===== src/sv/i2cfm_pkg.sv =====
// Shared types, codes and constants of the I2C memory transaction master.
`default_nettype none

package i2cfm_pkg;

  localparam int BUF_DEPTH   = 64;
  localparam int BUF_AW      = 6;
  localparam int LEN_W       = 7;
  localparam int ADDR_W      = 16;
  localparam int GAP_W       = 20;
  localparam int ATT_W       = 3;
  localparam int CFG_IDX_W   = 2;
  localparam int IN_TDATA_W  = 40;
  localparam int OUT_TDATA_W = 16;

  localparam logic [7:0]       DEV_WR        = 8'hA0;
  localparam logic [7:0]       DEV_RD        = 8'hA1;
  localparam logic [GAP_W-1:0] GAP_RESET     = 20'd50000;
  localparam logic [ATT_W-1:0] MAX_ATT_RESET = 3'd3;
  localparam logic [ATT_W-1:0] ATT_LIMIT     = 3'd7;

  // Bit positions of the result word.
  localparam int OUT_SCL_BIT    = 0;
  localparam int OUT_SDA_BIT    = 1;
  localparam int OUT_BUSY_BIT   = 2;
  localparam int OUT_DONE_BIT   = 3;
  localparam int OUT_FAILED_BIT = 4;
  localparam int OUT_RBYTE_LSB  = 5;
  localparam int OUT_ATT_LSB    = 13;

  typedef enum logic [2:0] {
    OP_TICK     = 3'd0,
    OP_LOAD     = 3'd1,
    OP_START_WR = 3'd2,
    OP_START_RD = 3'd3,
    OP_FETCH    = 3'd4
  } op_t;

  typedef enum logic [CFG_IDX_W-1:0] {
    REG_WIDE_ADDR    = 2'd0,
    REG_RETRY_GAP    = 2'd1,
    REG_MAX_ATTEMPTS = 2'd2
  } cfg_reg_t;

endpackage : i2cfm_pkg

`default_nettype wire


===== src/sv/i2c_fram_transaction_master.sv =====
// A word's result is held first in the stage-1 registers (buffer read), then in the output register.
// Throughput: one word per cycle while the output is not stalled; every op, including a bus tick,
// is taken back to back. The rate is set by the 64 x 8 buffer memory, which serves one load, fetch or
// bus byte transfer per word; a byte read for transmission is forwarded from its read register.
// Reset (rst_n low, synchronous): bus idle with both lines released, counters cleared,
// registers at their defaults; the buffer contents are undefined until written.
`default_nettype none

module i2c_fram_transaction_master (
  input  wire logic                               clk,
  input  wire logic                               rst_n,
  input  wire logic                               in_tvalid,
  output logic                                    in_tready,
  // Fields from bit 0: sda_in, mem_addr[15:0], length[6:0], buf_index[5:0], buf_byte[7:0].
  input  wire logic [i2cfm_pkg::IN_TDATA_W-1:0]   in_tdata,
  // Fields from bit 0: op[2:0].
  input  wire logic [2:0]                         in_tuser,
  output logic                                    out_tvalid,
  input  wire logic                               out_tready,
  // Fields from bit 0: scl, sda_out, busy_res, done_res, failed, read_byte[7:0],
  // attempts_used[2:0].
  output logic [i2cfm_pkg::OUT_TDATA_W-1:0]       out_tdata,
  input  wire logic                               cfg_valid,
  output logic                                    cfg_ready,
  input  wire logic [i2cfm_pkg::CFG_IDX_W-1:0]    cfg_index,
  input  wire logic [i2cfm_pkg::GAP_W-1:0]        cfg_data
);

  import i2cfm_pkg::*;

  typedef enum logic [3:0] {
    PH_IDLE, PH_GAP, PH_START, PH_RS_A, PH_RS_B, PH_TX_LO, PH_TX_HI, PH_ACK_LO,
    PH_ACK_HI, PH_RX_LO, PH_RX_HI, PH_MACK_LO, PH_MACK_HI, PH_STOP_A, PH_STOP_B
  } phase_t;

  typedef enum logic [2:0] {
    SG_DEV, SG_AHI, SG_ALO, SG_RDEV, SG_WDATA
  } stage_t;

  logic               in_sda;
  logic [ADDR_W-1:0]  in_addr;
  logic [LEN_W-1:0]   in_len;
  logic [BUF_AW-1:0]  in_idx;
  logic [7:0]         in_byte;

  assign in_sda  = in_tdata[0];
  assign in_addr = in_tdata[16:1];
  assign in_len  = in_tdata[23:17];
  assign in_idx  = in_tdata[29:24];
  assign in_byte = in_tdata[37:30];

  logic               wide_r;
  logic [GAP_W-1:0]   retry_gap_r;
  logic [ATT_W-1:0]   max_att_r;

  phase_t             phase_r, phase_nxt;
  stage_t             stage_r, stage_nxt;
  logic [3:0]         bit_r, bit_nxt;
  logic [LEN_W-1:0]   byte_r, byte_nxt;
  logic [7:0]         shift_r, shift_nxt;
  logic [ADDR_W-1:0]  addr_r, addr_nxt;
  logic [LEN_W-1:0]   len_r, len_nxt;
  logic               is_read_r, is_read_nxt;
  logic [ATT_W-1:0]   att_r, att_nxt;
  logic [GAP_W-1:0]   gap_r, gap_nxt;
  logic               err_r, err_nxt;
  logic               scl_r, scl_nxt;
  logic               sda_r, sda_nxt;
  logic               pend_r, pend_nxt;
  logic               done_r, done_nxt;
  logic               fetch_r, fetch_nxt;
  logic               s1_vld_r;
  logic               out_vld_r;
  logic [OUT_TDATA_W-1:0] out_data_r;

  logic [7:0]         mem [BUF_DEPTH];
  logic [7:0]         rdata_r;
  logic               mem_we;
  logic [BUF_AW-1:0]  mem_waddr;
  logic [7:0]         mem_wdata;
  logic [BUF_AW-1:0]  mem_raddr;

  logic               in_accept;
  logic               s1_move;
  logic [7:0]         shift_eff;
  logic               sda_eff;
  logic               enter_now;
  phase_t             enter_ph;
  logic [7:0]         rx_shift;
  logic [LEN_W-1:0]   clamp_len;
  logic [7:0]         dev_byte;
  logic [OUT_TDATA_W-1:0] s1_word;

  assign s1_move    = s1_vld_r && (!out_vld_r || out_tready);
  assign in_tready  = !s1_vld_r || s1_move;
  assign in_accept  = in_tvalid && in_tready;
  assign out_tvalid = out_vld_r;
  assign out_tdata  = out_data_r;
  assign cfg_ready  = 1'b1;

  assign shift_eff = pend_r ? rdata_r : shift_r;
  assign sda_eff   = pend_r ? rdata_r[7] : sda_r;
  assign rx_shift  = {shift_eff[6:0], in_sda};
  assign dev_byte  = wide_r ? DEV_WR : (DEV_WR | {4'b0000, addr_r[10:8], 1'b0});

  always_comb begin
    clamp_len = in_len;
    if (in_len == '0) begin
      clamp_len = LEN_W'(1);
    end else if (in_len > LEN_W'(BUF_DEPTH)) begin
      clamp_len = LEN_W'(BUF_DEPTH);
    end
  end

  always_comb begin
    phase_nxt   = phase_r;
    stage_nxt   = stage_r;
    bit_nxt     = bit_r;
    byte_nxt    = byte_r;
    shift_nxt   = shift_eff;
    addr_nxt    = addr_r;
    len_nxt     = len_r;
    is_read_nxt = is_read_r;
    att_nxt     = att_r;
    gap_nxt     = gap_r;
    err_nxt     = err_r;
    scl_nxt     = scl_r;
    sda_nxt     = sda_eff;
    pend_nxt    = 1'b0;
    done_nxt    = 1'b0;
    fetch_nxt   = 1'b0;
    mem_we      = 1'b0;
    mem_waddr   = in_idx;
    mem_wdata   = in_byte;
    mem_raddr   = in_idx;
    enter_now   = 1'b0;
    enter_ph    = phase_r;

    unique case (op_t'(in_tuser))
      OP_TICK: begin
        enter_now = 1'b1;
        unique case (phase_r)
          PH_IDLE: enter_ph = PH_IDLE;
          PH_GAP: begin
            if (gap_r != '0) begin
              gap_nxt  = gap_r - GAP_W'(1);
              enter_ph = PH_GAP;
            end else begin
              if (att_r < ATT_LIMIT) begin
                att_nxt = att_r + ATT_W'(1);
              end
              err_nxt   = 1'b0;
              stage_nxt = SG_DEV;
              shift_nxt = dev_byte;
              bit_nxt   = '0;
              enter_ph  = PH_START;
            end
          end
          PH_START: enter_ph = PH_TX_LO;
          PH_RS_A:  enter_ph = PH_RS_B;
          PH_RS_B: begin
            stage_nxt = SG_RDEV;
            shift_nxt = DEV_RD;
            bit_nxt   = '0;
            enter_ph  = PH_START;
          end
          PH_TX_LO: enter_ph = PH_TX_HI;
          PH_TX_HI: begin
            shift_nxt = {shift_eff[6:0], 1'b0};
            bit_nxt   = bit_r + 4'd1;
            enter_ph  = (bit_nxt >= 4'd8) ? PH_ACK_LO : PH_TX_LO;
          end
          PH_ACK_LO: enter_ph = PH_ACK_HI;
          PH_ACK_HI: begin
            if (in_sda) begin
              err_nxt = 1'b1;
            end
            unique case (stage_r)
              SG_DEV: begin
                bit_nxt  = '0;
                enter_ph = PH_TX_LO;
                if (wide_r) begin
                  stage_nxt = SG_AHI;
                  shift_nxt = addr_r[15:8];
                end else begin
                  stage_nxt = SG_ALO;
                  shift_nxt = addr_r[7:0];
                end
              end
              SG_AHI: begin
                stage_nxt = SG_ALO;
                shift_nxt = addr_r[7:0];
                bit_nxt   = '0;
                enter_ph  = PH_TX_LO;
              end
              SG_ALO: begin
                byte_nxt = '0;
                if (is_read_r) begin
                  enter_ph = PH_RS_A;
                end else begin
                  stage_nxt = SG_WDATA;
                  mem_raddr = '0;
                  pend_nxt  = 1'b1;
                  bit_nxt   = '0;
                  enter_ph  = PH_TX_LO;
                end
              end
              SG_RDEV: begin
                byte_nxt  = '0;
                bit_nxt   = '0;
                shift_nxt = '0;
                enter_ph  = PH_RX_LO;
              end
              default: begin
                if (in_sda) begin
                  enter_ph = PH_STOP_A;
                end else begin
                  byte_nxt = byte_r + LEN_W'(1);
                  if (byte_nxt >= len_r) begin
                    enter_ph = PH_STOP_A;
                  end else begin
                    mem_raddr = byte_nxt[BUF_AW-1:0];
                    pend_nxt  = 1'b1;
                    bit_nxt   = '0;
                    enter_ph  = PH_TX_LO;
                  end
                end
              end
            endcase
          end
          PH_RX_LO: enter_ph = PH_RX_HI;
          PH_RX_HI: begin
            shift_nxt = rx_shift;
            bit_nxt   = bit_r + 4'd1;
            if (bit_nxt >= 4'd8) begin
              mem_we    = 1'b1;
              mem_waddr = byte_r[BUF_AW-1:0];
              mem_wdata = rx_shift;
              enter_ph  = PH_MACK_LO;
            end else begin
              enter_ph = PH_RX_LO;
            end
          end
          PH_MACK_LO: enter_ph = PH_MACK_HI;
          PH_MACK_HI: begin
            byte_nxt = byte_r + LEN_W'(1);
            if (byte_nxt >= len_r) begin
              enter_ph = PH_STOP_A;
            end else begin
              bit_nxt   = '0;
              shift_nxt = '0;
              enter_ph  = PH_RX_LO;
            end
          end
          PH_STOP_A: enter_ph = PH_STOP_B;
          PH_STOP_B: begin
            if (err_r && (att_r < max_att_r)) begin
              gap_nxt  = retry_gap_r;
              enter_ph = PH_GAP;
            end else begin
              done_nxt = 1'b1;
              enter_ph = PH_IDLE;
            end
          end
          default: enter_ph = PH_IDLE;
        endcase
      end
      OP_LOAD: mem_we = 1'b1;
      OP_START_WR, OP_START_RD: begin
        if (phase_r == PH_IDLE) begin
          addr_nxt    = in_addr;
          len_nxt     = clamp_len;
          is_read_nxt = (op_t'(in_tuser) == OP_START_RD);
          att_nxt     = '0;
          err_nxt     = 1'b0;
          gap_nxt     = '0;
          phase_nxt   = PH_GAP;
        end
      end
      OP_FETCH: fetch_nxt = 1'b1;
      default: ;
    endcase

    if (enter_now) begin
      phase_nxt = enter_ph;
      unique case (enter_ph) inside
        PH_START: begin
          scl_nxt = 1'b1;
          sda_nxt = 1'b0;
        end
        PH_RS_A, PH_ACK_LO, PH_RX_LO: begin
          scl_nxt = 1'b0;
          sda_nxt = 1'b1;
        end
        PH_TX_LO: begin
          scl_nxt = 1'b0;
          sda_nxt = shift_nxt[7];
        end
        PH_MACK_LO: begin
          scl_nxt = 1'b0;
          sda_nxt = ({1'b0, byte_nxt} + 8'd1) >= {1'b0, len_r};
        end
        PH_TX_HI, PH_ACK_HI, PH_RX_HI, PH_MACK_HI, PH_STOP_B: scl_nxt = 1'b1;
        PH_STOP_A: begin
          scl_nxt = 1'b0;
          sda_nxt = 1'b0;
        end
        default: begin
          scl_nxt = 1'b1;
          sda_nxt = 1'b1;
        end
      endcase
    end
  end

  always_comb begin
    s1_word                 = '0;
    s1_word[OUT_SCL_BIT]    = scl_r;
    s1_word[OUT_SDA_BIT]    = sda_eff;
    s1_word[OUT_BUSY_BIT]   = (phase_r != PH_IDLE);
    s1_word[OUT_DONE_BIT]   = done_r;
    s1_word[OUT_FAILED_BIT] = done_r & err_r;
    s1_word[OUT_RBYTE_LSB +: 8] = fetch_r ? rdata_r : 8'h00;
    s1_word[OUT_ATT_LSB +: ATT_W] = att_r;
  end

  always_ff @(posedge clk) begin
    if (in_accept) begin
      if (mem_we) begin
        mem[mem_waddr] <= mem_wdata;
      end
      rdata_r <= mem[mem_raddr];
    end
  end

  always_ff @(posedge clk) begin
    if (!rst_n) begin
      wide_r      <= 1'b0;
      retry_gap_r <= GAP_RESET;
      max_att_r   <= MAX_ATT_RESET;
      phase_r     <= PH_IDLE;
      stage_r     <= SG_DEV;
      bit_r       <= '0;
      byte_r      <= '0;
      shift_r     <= '0;
      addr_r      <= '0;
      len_r       <= LEN_W'(1);
      is_read_r   <= 1'b0;
      att_r       <= '0;
      gap_r       <= '0;
      err_r       <= 1'b0;
      scl_r       <= 1'b1;
      sda_r       <= 1'b1;
      pend_r      <= 1'b0;
      done_r      <= 1'b0;
      fetch_r     <= 1'b0;
      s1_vld_r    <= 1'b0;
      out_vld_r   <= 1'b0;
    end else begin
      if (cfg_valid) begin
        unique case (cfg_reg_t'(cfg_index))
          REG_WIDE_ADDR:    wide_r      <= cfg_data[0];
          REG_RETRY_GAP:    retry_gap_r <= cfg_data;
          REG_MAX_ATTEMPTS: max_att_r   <= cfg_data[ATT_W-1:0];
          default: ;
        endcase
      end
      if (in_accept) begin
        phase_r   <= phase_nxt;
        stage_r   <= stage_nxt;
        bit_r     <= bit_nxt;
        byte_r    <= byte_nxt;
        shift_r   <= shift_nxt;
        addr_r    <= addr_nxt;
        len_r     <= len_nxt;
        is_read_r <= is_read_nxt;
        att_r     <= att_nxt;
        gap_r     <= gap_nxt;
        err_r     <= err_nxt;
        scl_r     <= scl_nxt;
        sda_r     <= sda_nxt;
        pend_r    <= pend_nxt;
        done_r    <= done_nxt;
        fetch_r   <= fetch_nxt;
        s1_vld_r  <= 1'b1;
      end else if (s1_move) begin
        s1_vld_r <= 1'b0;
      end
      if (s1_move) begin
        out_vld_r <= 1'b1;
      end else if (out_tready) begin
        out_vld_r <= 1'b0;
      end
    end
  end

  always_ff @(posedge clk) begin
    if (s1_move) begin
      out_data_r <= s1_word;
    end
  end

endmodule : i2c_fram_transaction_master

`default_nettype wire


===== config.mk =====
export PLATFORM = sky130hd
export DESIGN_NAME = i2c_fram_transaction_master
export DESIGN_NICKNAME = d
export VERILOG_FILES = /design/src/sv/i2cfm_pkg.sv /design/src/sv/i2c_fram_transaction_master.sv
export SDC_FILE = /design/constraint.sdc
export NUM_CORES = 1
export LEC_CHECK = 0
export BUFFER_PORTS_ARGS = -buffer_cell sky130_fd_sc_hd__buf_4
export CAP_MARGIN = 0
export CORE_MARGIN = 3
export CORE_UTILIZATION = 67
export DETAILED_ROUTE_END_ITERATION = 8
export MAX_ROUTING_LAYER = met4
export PLACE_DENSITY = 0.88
export SLEW_MARGIN = 10
export SYNTH_ARGS = -nofsm -noshare
export SYNTH_HDL_FRONTEND = slang
export SYNTH_SLANG_ARGS = --single-unit

===== constraint.sdc =====
create_clock -name clk -period 8.2 [get_ports clk]
set_clock_uncertainty 0.15 [all_clocks]
set_input_delay 0.82 -clock clk [delete_from_list [all_inputs] [get_ports clk]]
set_output_delay 0.82 -clock clk [all_outputs]
set_load 0.05 [all_outputs]

# Word-level counts from Yosys, hierarchy flattened
# Memories as Yosys holds them, arrays and structs flattened. A register that Yosys moved wholly into a read port is not among the register bits.
# Cells that the tools add are included.
# totals
register_bits	121
inputBits	70
ramBits	512
mem_count	1
# op_classes
n_addsub	5
n_reduce_logical	40
n_mux	91
n_lt_le_gt_ge	6
bitwise	1
eq_ne	49
# mem_list
name	depth	word_bits	rd	rd_clocked_by_memory_dff	write_ports	line_no	text
mem	64	8	1	1	1	i2c_fram_transaction_master.sv:76	logic [7:0] mem [BUF_DEPTH];
# op_table
operator	count
one-hot mux 20 bit (2 select lines)	2
2-to-1 mux 8 bit	8
2-to-1 mux 20 bit	3
equality test 4 bit, second input constant	14
one-hot mux 4 bit (14 select lines)	1
2-to-1 mux 6 bit	8
one-hot mux 8 bit (6 select lines)	1
2-to-1 mux 4 bit	11
AND reduction 6 bit	5
equality test 4 x 3 -> 1 bit, second input constant	7
2-to-1 mux 7 bit	4
one-hot mux 7 bit (2 select lines)	2
2-to-1 mux 1 bit	26
2-to-1 mux 3 bit	8
one-hot mux 8 bit (3 select lines)	1
one-hot mux 4 bit (5 select lines)	1
nonzero test 20 bit	1
subtractor 20 x 1 -> 20 bit, second input constant	1
one-hot mux 3 bit (3 select lines)	2
equality test 4 x 2 -> 1 bit, second input constant	4
inequality test 3 bit, second input constant	5
equality test 3 x 2 -> 1 bit, second input constant	4
one-hot mux 4 bit (3 select lines)	1
one-hot mux 6 bit (2 select lines)	1
43 further kinds	71

# Logic depth before layout (Yosys ltp)
# logic_depth
depth_word	11
depth_mapped	20
ltp_nobuf	16

# Least setup slack after synthesis
# Ideal clock, no wire load.
# synth_path
kind	in2reg
start	in in_tuser[2]
end	mem mem[0][5] (data pin)
n_path_buf	3
arrival_ns	4.729
path_stages	6
required_time_ns	7.348
slack_ns	2.619
path_cell_list	nor3_1 > clkbuf_1 > nand2_1 > clkbuf_1 > clkbuf_1 > o21ai_0
# synth_via
elab_chain_len	2
# synth_lines
item	line_no	text
start, declared	i2c_fram_transaction_master.sv:17	input wire logic [2:0] in_tuser,
zero test 3 bit	i2c_fram_transaction_master.sv:139	unique case (op_t'(in_tuser))
2-to-1 mux 8 bit	i2c_fram_transaction_master.sv:139	
via mem_wdata[5]	i2c_fram_transaction_master.sv:80	logic [7:0] mem_wdata;
end, declared	i2c_fram_transaction_master.sv:76	
# The timed path passes the listed nets, and every way through them passes these cells.

# Worst setup path after layout
# layout_path
start	reg byte_r[0]
end	reg rdata_r[0] (read register of mem) (data pin)
# layout_via
elab_chain_len	7
# layout_lines
item	line_no	text
start, declared	i2c_fram_transaction_master.sv:59	logic [LEN_W-1:0] byte_r, byte_nxt;
start signal, assigned	i2c_fram_transaction_master.sv:372	byte_r <= byte_nxt;
adder 7 x 1 -> 7 bit *	i2c_fram_transaction_master.sv:218	byte_nxt = byte_r + LEN_W'(1);
greater-or-equal comparator 7 bit	i2c_fram_transaction_master.sv:219	if (byte_nxt >= len_r) begin
2-to-1 mux 6 bit *	i2c_fram_transaction_master.sv:219	
2-to-1 mux 6 bit *	i2c_fram_transaction_master.sv:215	if (in_sda) begin
one-hot mux 6 bit (2 select lines) *	i2c_fram_transaction_master.sv:178	unique case (stage_r)
2-to-1 mux 6 bit *	i2c_fram_transaction_master.sv:142	unique case (phase_r)
2-to-1 mux 6 bit *	i2c_fram_transaction_master.sv:139	
end, declared	i2c_fram_transaction_master.sv:77	logic [7:0] rdata_r;
# Mark *: on every way between the ends. The rest lies on a longest branch, timed or not.
# A chain may end at the register's enable or synchronous reset.

==> run summary <==
Residual DRC -> 1
Iter 0 DRT Violations -> 2735
Crit-path cells -> ha_1 -> inv_1 -> or3_1 -> xnor2_1 -> ha_1 -> a211o_1 -> a21oi_1 -> o21a_1 -> o21a_1 -> nand2_2 -> buf_4 -> o211ai_1 -> nand4_1 -> a311o_1
Netlist cell types -> 74
Data required, critical path -> 8.43 ns
Seq/Total Area, Yosys -> 65.36%
Number of cells on the critical path -> 14
CORE AREA -> 0.04092 mm2
Post-Synthesis Cells -> 2322
Postcts setup bufs -> 0
Tmin final -> 6.037 ns
Clk buf depth -> 3
Hold depth -> 3
Initial antenna violation count -> 0
Multi-input combinational cell area -> 0.009080 mm2
Chip Width -> 209.8 um
Vias in the first global route -> 19070
Syn nets -> 2413
Worst vdd ir -> 0.2465 mV
Status -> finished with violations
CTS Buf Count -> 59
DRT Pass-1 Iters -> 8
Syn. warnings -> 0
Tcrit/Tclk final -> 73.62%
Netlist Area Pre-Place -> 0.02784 mm2
Cell family with most CP delay -> compound AO/OA/AOI/OAI gates
Commonest non-fill, non-tap cells in the layout -> edfxtp_1 (536), nand2_1 (480), nor2_1 (137)
Via density -> 6.661
Clock latency on the worst-skew pair -> 0.64 ns
Fin cells -> 2944
Rel. slew slack -> 14.04%
Worst r2r path cells -> 14
Placed Instances -> 2834
Asr flop ratio synth -> 0%
Crit Path Class -> flop to flop
Commonest non-fill, non-tap cell in the layout -> edfxtp_1
Hold_ws -> 0.2527 ns
CTS H-tree depth -> 2
Endpoints failing hold -> 0
Tot GR Track Use -> 32.73%
Clk slew on worst S/H paths -> 0.06 ns
Largest net degree at the start of global routing -> 119
Power Density -> 223.4 mW/mm2
Measured slew at the worst slew-check pin -> 1.289 ns
Clock sinks -> 641
CP max stage cell -> nand2_2
Crit Path Max Fanout -> 35
Buffers on Ports -> 85
TritonCTS clock tree -> built
Yosys reg bits -> 641
Filler cells -> 2415
CTS root buffer -> clkbuf_16
WP buf/inv -> 2
Hold crit path type -> input pin to flop
Worst Path Arrival -> 6.27 ns
Failing checks -> DRC
Post-cts hold buffer count -> 0
Die area -> 0.04403 mm2
Post-CTS Resized -> 0
Setup TNS -> 0 ns
Final-report max-slew violation count -> 0
HPWL after DPL -> 43230 um
Syn avg cell area -> 11.99 um2
Initial Utilization -> 68.03%
Post-synth EDFFs -> 536
Critical path capture point type -> flop
Average wire per cell in the routed design -> 24.04 um
Detailed-route via count -> 19610
Total Routed Length -> 70770 um
Pleak -> 10.62 nW
RD Place Congestion -> 0.9425
Slowest stage delay, CP -> 0.76 ns
Final Setup Violations -> 0
Final ANT Viol Nets -> 0
Die Y-Extent -> 209.8 um
Nets -> 2454
Main flop type after synthesis -> edfxtp_1
Site row count -> 74
FF/Latch Area -> 0.01820 mm2
CP startpoint kind -> flop
Overall power -> 0.006895 W
Max_cap viols -> 0
Fmax -> 165.6 MHz
Final core utilization -> 75.43%
GRT overflow -> 0
RSZ-0062 raised after global routing -> false
Layout cells sized above 1 -> 10.66%
# IOs -> 89
Area grow syn2layout -> 10.88%
ANT cells -> 0
First-pass GRT wire length -> 108200 um
-- layout make-up --
| cell class | count | area share [%] |
|---|---|---|
| clock buffers | 70 | 4.917 |
| clock inverters | 40 | 1.362 |
| inverters | 28 | 0.3405 |
| multi-input cells | 1517 | 29.41 |
| flip-flops and latches | 641 | 58.95 |
| well taps | 532 | 2.156 |
| repair buffers | 116 | 2.862 |
-- registers in the layout (all words and copies together), names as in the netlist, 3 cells and up --
| signal | count |
|---|---|
| byte_r | 7 |
| len_r | 7 |
| bit_r | 4 |
| rdata_r | 8 |
| stage_r | 3 |
| gap_r | 20 |
| addr_r | 16 |
| max_att_r | 3 |
| phase_r | 4 |
| out_tdata | 16 |
| att_r | 3 |
| shift_r | 8 |
| mem | 512 |
| retry_gap_r | 20 |
-- cells by family (layout without fill, tap and decap cells) --
logic type / Yosys count / count (layout) / synth area share [%]
simple gates: 920 / 920 / 15.00
fa+ha+maj: 21 / 21 / 0.9438
flops: 641 / 641 / 65.36
xor+xnor: 22 / 22 / 0.6921
buf+inv: 164 / 254 / 2.413
other cells: 1 / 1 / 0.01347
compound gates: 429 / 429 / 10.47
mux: 124 / 124 / 5.105
-- Yosys cell counts, types with 10 or more instances --
| library cell | instances | area (um2) |
|---|---|---|
| a21boi_0 | 42 | 315.3 |
| a21o_1 | 10 | 75.07 |
| a21oi_1 | 76 | 380.4 |
| a22oi_1 | 26 | 195.2 |
| a31oi_1 | 47 | 294.0 |
| a32oi_1 | 16 | 140.1 |
| and2_1 | 28 | 175.2 |
| and3_1 | 11 | 68.82 |
| buf_1 | 12 | 45.04 |
| buf_2 | 24 | 120.1 |
| clkbuf_1 | 94 | 352.8 |
| dfxtp_1 | 105 | 2102 |
| edfxtp_1 | 536 | 16100 |
| ha_1 | 21 | 262.8 |
| inv_1 | 28 | 105.1 |
| mux2i_1 | 106 | 1061 |
| mux4_2 | 14 | 315.3 |
| nand2_1 | 481 | 1805 |
| nand2b_1 | 18 | 112.6 |
| nand3_1 | 99 | 495.5 |
| nand4_1 | 27 | 168.9 |
| nor2_1 | 137 | 514.2 |
| nor2b_1 | 40 | 250.2 |
| nor3_1 | 21 | 105.1 |
| nor3b_1 | 15 | 112.6 |
| o211ai_1 | 25 | 187.7 |
| o21ai_0 | 71 | 355.3 |
| o22a_1 | 10 | 87.58 |
| o22ai_1 | 19 | 118.9 |
| xnor2_1 | 13 | 113.9 |
-- tightest hold or removal path: stages --
cell	delay [ns]
buf_4	0.07
nand2_1	0.04
nand3_1	0.06
-- per-stage QoR --
step                cell area [um2]  worst slack, ns
floorplan                     27840            2.619
global placement              28930            2.409
detailed placement            28930            2.289
CTS                           30870            2.272
global route                  30870            1.812
finish                        30870            2.163
-- power breakdown --
part	internal, W	switching (W)
registers	0.00356	0.0000351
logic	0.000185	0.000358
clock network	0.00155	0.00121
-- path summary, 6_finish.rpt --
check	from	end	slack, ns
worst max register to register	byte_r[0]	rdata_r[0]	2.16
worst min-delay path	cfg_data[4]	retry_gap_r[4]	0.25
worst min register to register	scl_r	out_tdata[0]	0.30
worst max-delay path	byte_r[0]	rdata_r[0]	2.16
-- layer usage --
| metal | global-route usage [%] | vias up | wire length [um] |
|---|---|---|---|
| met4 | 15.66 | 0 | 3792 |
| li1 | - | 8655 | - |
| met5 | - | - | 0 |
| met3 | 6.173 | 274 | 8200 |
| met1 | 40.75 | 9248 | 24900 |
| met2 | 52.45 | 1432 | 33880 |
No activity file was read; power rests on OpenSTA's default activity.
